<file path="src/hdl/arm_forward_kinematics_defines.svh">
// Assertion macros shared by the arm forward kinematics RTL.
// Expects signals clk and arst_n in the scope of each use.
`ifndef ARM_FORWARD_KINEMATICS_DEFINES_SVH
`define ARM_FORWARD_KINEMATICS_DEFINES_SVH

// Same-cycle implication, checked out of reset
`define AFK_ASSERT_IMPL(lbl, ante, cons, msg) \
	lbl: assert property (@(posedge clk) disable iff (!arst_n) (ante) |-> (cons)) else $error(msg);

// Next-cycle implication, checked out of reset
`define AFK_ASSERT_NEXT(lbl, ante, cons, msg) \
	lbl: assert property (@(posedge clk) disable iff (!arst_n) (ante) |=> (cons)) else $error(msg);

`endif

</file>
<file path="src/hdl/afk_pkg.sv">
// Shared types, constants and functions of the arm forward kinematics block.
// No dependencies; used by every module under hdl.
`default_nettype none
package afk_pkg;

	localparam int CORDIC_STAGES = 24;

	// Field and datapath widths
	localparam int ENC_W  = 24;
	localparam int ANG_W  = 31;
	localparam int MOD_W  = 57;
	localparam int MOD_STEPS = 27;
	localparam int XY_W   = 33;
	localparam int Z_W    = 32;
	localparam int LEN_W  = 16;
	localparam int TERM_W = 20;
	localparam int ACC_W  = 22;
	localparam int POS_W  = 19;

	// Angle constants, Q4.28 radians
	localparam logic [ANG_W-1:0] ANG_2PI = 31'd1686629713;
	localparam logic [ANG_W-1:0] ANG_PI  = 31'd843314857;
	localparam logic signed [Z_W-1:0] ANG_2PI_S    = 32'sd1686629713;
	localparam logic signed [Z_W-1:0] ANG_PI_S     = 32'sd843314857;
	localparam logic signed [Z_W-1:0] ANG_HALF_PI_S = 32'sd421657428;
	localparam logic signed [XY_W-1:0] CORDIC_K    = 33'sd652032874;

	// Bias that makes count*gain+offset non-negative (2pi * 2^25)
	localparam logic [MOD_W-1:0] MOD_BIAS = 57'(ANG_2PI) << 25;

	localparam logic signed [ACC_W-1:0] POS_MAX = 22'sd262143;
	localparam logic signed [ACC_W-1:0] POS_MIN = -22'sd262144;

	// Pipeline stage positions in the valid chain
	localparam int ST_ENC      = 0;
	localparam int ST_MUL      = 1;
	localparam int ST_MOD_LAST = ST_MUL + MOD_STEPS;
	localparam int ST_P1       = ST_MOD_LAST + 1;
	localparam int ST_P2       = ST_P1 + 1;
	localparam int ST_PRE      = ST_P2 + 1;
	localparam int ST_SEG_C    = ST_PRE + CORDIC_STAGES + 3;
	localparam int ST_ACC      = ST_SEG_C + 1;
	localparam int NUM_ST      = ST_ACC + 1;

	// Configuration register indexes
	typedef enum logic [2:0] {
		CFG_BASE_MAP     = 3'd0,
		CFG_SHOULDER_MAP = 3'd1,
		CFG_ELBOW_MAP    = 3'd2,
		CFG_WRIST_MAP    = 3'd3,
		CFG_BASE_HEIGHT  = 3'd4,
		CFG_UPPER_LEN    = 3'd5,
		CFG_FOREARM_LEN  = 3'd6,
		CFG_HAND_LEN     = 3'd7
	} cfg_idx_t;

	// One CORDIC lane as it moves from cell to cell
	typedef struct packed {
		logic signed [XY_W-1:0] x;
		logic signed [XY_W-1:0] y;
		logic signed [Z_W-1:0]  z;
		logic                   neg;
	} cordic_t;

	// atan(2^-i) in Q28, rounded
	function automatic logic signed [Z_W-1:0] atan_q28(input logic [4:0] i);
		logic signed [Z_W-1:0] r;
		case (i)
			5'd0:  r = 32'sd210828714;
			5'd1:  r = 32'sd124459457;
			5'd2:  r = 32'sd65760959;
			5'd3:  r = 32'sd33381290;
			5'd4:  r = 32'sd16755422;
			5'd5:  r = 32'sd8385879;
			5'd6:  r = 32'sd4193963;
			5'd7:  r = 32'sd2097109;
			5'd8:  r = 32'sd1048571;
			5'd9:  r = 32'sd524287;
			5'd10: r = 32'sd262144;
			5'd11: r = 32'sd131072;
			5'd12: r = 32'sd65536;
			5'd13: r = 32'sd32768;
			5'd14: r = 32'sd16384;
			5'd15: r = 32'sd8192;
			5'd16: r = 32'sd4096;
			5'd17: r = 32'sd2048;
			5'd18: r = 32'sd1024;
			5'd19: r = 32'sd512;
			5'd20: r = 32'sd256;
			5'd21: r = 32'sd128;
			5'd22: r = 32'sd64;
			5'd23: r = 32'sd32;
			5'd24: r = 32'sd16;
			5'd25: r = 32'sd8;
			5'd26: r = 32'sd4;
			5'd27: r = 32'sd2;
			5'd28: r = 32'sd1;
			default: r = 32'sd0;
		endcase
		return r;
	endfunction

	// Clamp a position to the 19-bit output range
	function automatic logic [POS_W-1:0] sat_pos(input logic signed [ACC_W-1:0] v);
		logic signed [ACC_W-1:0] c;
		c = v;
		if (v > POS_MAX) c = POS_MAX;
		if (v < POS_MIN) c = POS_MIN;
		return c[POS_W-1:0];
	endfunction

endpackage
`default_nettype wire

</file>
<file path="src/hdl/afk_cordic_cell.sv">
// One rotation iteration of the CORDIC chain.
// Depends on afk_pkg (cordic_t, widths).
`default_nettype none
module afk_cordic_cell (
	input  wire logic                          clk,
	input  wire logic                          en,
	input  wire logic [4:0]                    shift,
	input  wire logic signed [afk_pkg::Z_W-1:0] atan,
	input  wire afk_pkg::cordic_t              din,
	output afk_pkg::cordic_t                   dout
);

	afk_pkg::cordic_t        cell_q;
	logic signed [afk_pkg::XY_W-1:0] dx;
	logic signed [afk_pkg::XY_W-1:0] dy;

	assign dx = din.y >>> shift;
	assign dy = din.x >>> shift;

	// Rotate toward zero residual angle
	always_ff @(posedge clk) begin
		if (en) begin
			cell_q.neg <= din.neg;
			if (!din.z[afk_pkg::Z_W-1]) begin
				cell_q.x <= din.x - dx;
				cell_q.y <= din.y + dy;
				cell_q.z <= din.z - atan;
			end else begin
				cell_q.x <= din.x + dx;
				cell_q.y <= din.y - dy;
				cell_q.z <= din.z + atan;
			end
		end
	end

	assign dout = cell_q;

endmodule
`default_nettype wire

</file>
<file path="config.mk">
export PLATFORM = sky130hd
export DESIGN_NAME = afk_cordic_cell
export DESIGN_NICKNAME = d
export VERILOG_FILES = /design/src/hdl/arm_forward_kinematics_defines.svh /design/src/hdl/afk_pkg.sv /design/src/hdl/afk_cordic_cell.sv
export SDC_FILE = /design/constraint.sdc
export NUM_CORES = 1
export LEC_CHECK = 0
export ABC_AREA = 1
export BUFFER_PORTS_ARGS = -buffer_cell sky130_fd_sc_hd__buf_2
export CAP_MARGIN = 20
export CELL_PAD_IN_SITES_DETAIL_PLACEMENT = 1
export CELL_PAD_IN_SITES_GLOBAL_PLACEMENT = 1
export CORE_MARGIN = 2
export CORE_UTILIZATION = 41
export CTS_CLUSTER_DIAMETER = 30
export CTS_CLUSTER_SIZE = 14
export DETAILED_ROUTE_END_ITERATION = 12
export PLACE_DENSITY_LB_ADDON = 0.12
export SLEW_MARGIN = 10
export SYNTH_ARGS = -nofsm -noshare
export SYNTH_HDL_FRONTEND = slang
export SYNTH_SLANG_ARGS = --single-unit
</file>
<file path="constraint.sdc">
create_clock -name clk -period 5.5 [get_ports clk]
set_input_delay 1.1 -clock clk [delete_from_list [all_inputs] [get_ports clk]]
set_output_delay 1.1 -clock clk [all_outputs]
set_load 0.01 [all_outputs]
</file>
== Word level (Yosys, flattened, before mapping) ==
Index checks and enable logic that the tools add are counted.
Storage, ports and cells
  bits in registers: 99
  bits of input ports: 138
  output and inout port bits: 99
  logic and storage cells: 13
Cells by class
  add/subtract/negate cells: 6
  shift-type cells: 2
  mux-type cells: 1
Operators with widths (number)
  two-way mux 98 bit: 1
  adder 33 bit: 2
  >>> shifter 33 x 5 -> 33 bit: 2
  subtractor 33 bit: 2
  adder 32 bit: 1
  subtractor 32 bit: 1

== Logic depth before layout (Yosys ltp) ==
  depth in word-level cells: 3
  gate-level depth with buffers: 33

== Least setup slack after synthesis ==
Ideal clock, no wire load.
  kind: input -> register
  start point: input port shift[0]
  end point: register cell_q (netlist bit dout[98]) (data pin)
  setup time: 252 ps
  arrival time: 4433 ps
  setup slack: 815 ps
  cell stages on the path: 28
  path buffers: 3
  path through: buf_4 buf_6 buf_2 nand2_1 nand3_1 nand3_1 nand2_1 o211ai_1 nand2_1 inv_1 ha_1 nand3_2 nor2_1 nand2_2 o21ai_2 nand2_1 nand2_1 nand2_1 ha_1 nand2_1 nor4_1 nand3_1 nand3_1 nand2_1 o211ai_1 a21boi_0 nand3_1 nand2_1
Between the ends
  word-level cells in the longest chain between the ends: 3
  elaborated cells on any way between the ends: 4
  those cells by class: 2 x add/sub; 1 x shift; 1 x mux
Ends and longest elaborated chain
  start, declared: line afk_cordic_cell.sv:7  | input wire logic [4:0] shift,
  >>> shifter 33 x 5 -> 33 bit *: line afk_cordic_cell.sv:17  | assign dx = din.y >>> shift;
  subtractor 33 bit or adder 33 bit (tied branches): line afk_cordic_cell.sv:25, afk_cordic_cell.sv:29
  two-way mux 98 bit *: line afk_cordic_cell.sv:24  | if (!din.z[afk_pkg::Z_W-1]) begin
  end, declared: line afk_cordic_cell.sv:13  | afk_pkg::cordic_t cell_q;
Every way passes the cells marked *; elsewhere a longest branch is shown, timed or not.
A chain may end at the register's enable or synchronous reset.

== Final worst setup path ==
  start point: input port shift[1]
  end point: register cell_q (netlist bit dout[65]) (data pin)
Between the ends
  word-level cells in the longest chain between the ends: 3
  elaborated cells on any way between the ends: 4
  those cells by class: 2 x add/sub; 1 x shift; 1 x mux
Ends and longest elaborated chain
  >>> shifter 33 x 5 -> 33 bit *: line afk_cordic_cell.sv:18  | assign dy = din.x >>> shift;
  adder 33 bit or subtractor 33 bit (tied branches): line afk_cordic_cell.sv:26, afk_cordic_cell.sv:30
  two-way mux 98 bit *: line afk_cordic_cell.sv:24
Marks and branches as above.

==> metrics.txt <==
site row count 69; VDD IR max between 0.15 and 0.2 mV; Area contributors post-synth edfxtp_1 20%, nand2_1 18%, nand3_1 13%, ha_1 8.4%, xor2_1 7.0%; max reg flops roughly 100; Max Clock Freq between 0.15 and 0.2 GHz; Synth cell types 46; Core Footprint 35400 um^2; P_leak between 8 and 9 nW; Area growth, synth to finish 14.8%; DRC 0; I/O Pins around 240; fillers slightly below 5000; Max FO, Critical Path 26; Worst Hold Depth 1; Die Wd about 190 um; pin count of the biggest net entering global routing 71; CTS tree yes; initial antenna violation count 1; Clock Pin Slew Worst Setup and Hold Paths about 0.080 ns; share of cells above drive strength 1 between 10% and 20%; Hold Crit Endpoint dout[0]; post-route cell area roughly 17000 um^2; clock share of power ~16%; P per Cell Area 249 nW/um^2; tightest hold margin just over 0.9 ns; most frequent cell after synthesis nand2_1; Critical Path AT between 5 and 6 ns; Starting Density around 41%; crit-path max cell delay 0.39 ns; hold path start din[0]; Switching Share a little under half; Tcrit/Tclk final a little over nine tenths; Hold Crit Class in2reg; number of global-route vias before repair 16016; synthesized flop and latch total slightly below 100; Gate power share between 50% and 60%; first-pass GRT wire length ~87000 um; htree depth 3; Reg power frac between 20% and 30%; crit path time final roughly 5.2 ns; DRT antenna net count 0; Post-Synthesis Cells around 2300; Psw around 1.9 mW; status finished clean; crit path launch type input port; footprint of the multi-input gates about 11000 um^2; final setup vio count 0; Pins Over Slew Limit 0; Slew HR between 50% and 60%; Via density ~5.6; synth cell count leaders 692 x nand2_1, 395 x nand3_1, 166 x nor2_1, 147 x inv_1, 123 x a21oi_1; via count roughly 17000; Ys Warns 0; MaxCap Viol Count 0; chip height roughly 190 um; Port Buffers about 240; cell area after placement between 15000 and 20000 um^2; Critical Path Sink Type flop; Overall Global Routing Usage 30.2%; number of CTS-inserted buffers 9; Crit path required time approximately 5.7 ns; Placement Setup Slack -0.242 ns; Final Core Density approximately 48%; Final Non-Filler Cells slightly below 3000; 1st-iter DRT viols 1117; Fin. Hold Viols 0; most common flop cell mapped by yosys edfxtp_1; root buffer cell clkbuf_16; die area 37300 um^2; top cell type's share of synthesized area 20.3%; EDFF count, synth 99; Pint ~2.3 mW; Placer Congestion 0.964; total grt overflow 0; most used cell, CP nand2_1; CP delay by family, top simple AND/OR/NAND/NOR gates; worst-case clock buffer depth 2; DR WL/cell 19.4 um; Slowest-stage cell, CP nor4_4; largest area contributor in the netlist edfxtp_1; register area share after synthesis between 20% and 30%; Async SR Flop Fraction 0%; final worst slack 0.294 ns; DP Cell Count between 2000 and 3000; CTS Sinks between 90 and 100; worst path bufs/invs 4; Crit Path Class in2reg; Syn Std Cell Area between 10000 and 15000 um^2; Worst Tran Pin Value around 0.73 ns; synthesized area per cell between 6 and 7 um^2; nets 2749; DRT Pass-1 Iters 5; FF+latch area 2970 um^2; post-DP HPWL approximately 48000 um; Post-Route WL between 50000 and 60000 um; syn_nets 2538
timing repair:
action                     in CTS  in global routing
hold buffers                    0                  0
setup buffers                   0                  1
gates resized for setup         0                 11
setup endpoints to repair       0                  8
kinds of logic (layout without fill, tap and decap cells):
logic type / after synthesis / in the layout / share of synthesized area (%)
simple gates: 1414 / 1414 / 43.2
compound gates: 274 / 274 / 10.7
buf+inv: 248 / 464 / 7.37
xor+xnor: 161 / 161 / 9.61
fa+ha+maj: 102 / 102 / 8.85
flops: 99 / 99 / 20.3
other cells: 0 / 2 / 0
routing by layer:
layer	up-vias	GRT usage (%)	routed length (um)
met5	-	0	13
met3	69	3.75	3080
met2	456	49.0	26000
li1	8182	-	-
met1	7860	42.3	27400
met4	2	7.98	1360
cells in the final DEF (no fill, tap or decap), types with 3 or more instances in the layout:
cell,instances
nand2_1,692
nand3_1,393
buf_2,235
nor2_1,165
inv_1,146
a21oi_1,122
xor2_1,118
ha_1,99
edfxtp_1,99
o21ai_0,75
xnor2_1,43
nand2_2,38
nand3_2,35
buf_4,35
nor3_1,32
nor2_2,18
inv_2,17
nand4_1,16
o211ai_1,13
o21a_1,13
buf_12,12
clkbuf_16,10
a31oi_1,9
o21ai_1,8
o21ai_2,7
a21o_1,7
nand3b_1,6
o21bai_1,5
nor4_1,4
nand2_4,4
a211oi_1,4
clkinv_4,4
o2111ai_1,3
nor2_4,3
nor4_2,3
fa_1,3
worst max path at each step:
stage                         from       end  slack [ns]  depth (start not counted)
after detailed placement  shift[1]  dout[65]       -0.24                         28
after global routing      shift[1]  dout[63]       -0.03                         25
after CTS                 shift[1]  dout[65]        0.17                         28
final                     shift[1]  dout[65]        0.29                         28
after global placement    shift[1]  dout[65]       -0.23                         28
after floorplan           shift[0]  dout[98]        0.81                         28
cell type report:
cell class                      instances  share of cell area (%)
Inverter                              165                    3.71
Clock inverter                          6                   0.342
Sequential cell                        99                    17.7
Multi-Input combinational cell       1951                    63.4
Clock buffer                           10                    1.36
Tap cell                              461                    3.43
Timing Repair Buffer                  283                    10.1
Antenna cell                            2                  0.0297
metrics by stage:
| stage | total power, mW | setup TNS [ns] |
|---|---|---|
| 6_report | 4.19 | 0 |
| 5_1_grt | 4.50 | -0.0633 |
| 4_1_cts | 4.18 | 0 |
| 3_5_place_dp | 3.51 | -0.577 |
| 3_3_place_gp | 3.46 | -0.330 |
| 2_1_floorplan | 2.70 | 0 |
power by group through the flow:
stage	Clock, mW	Sequential, mW	Combinational (mW)
finish	0.658	1.17	2.36
global route	0.696	1.19	2.62
CTS	0.674	1.17	2.34
detailed placement	0	1.19	2.33
global placement	0	1.18	2.28
floorplan	0	1.29	1.42
Note: power is estimated with default switching activity, not from simulation.
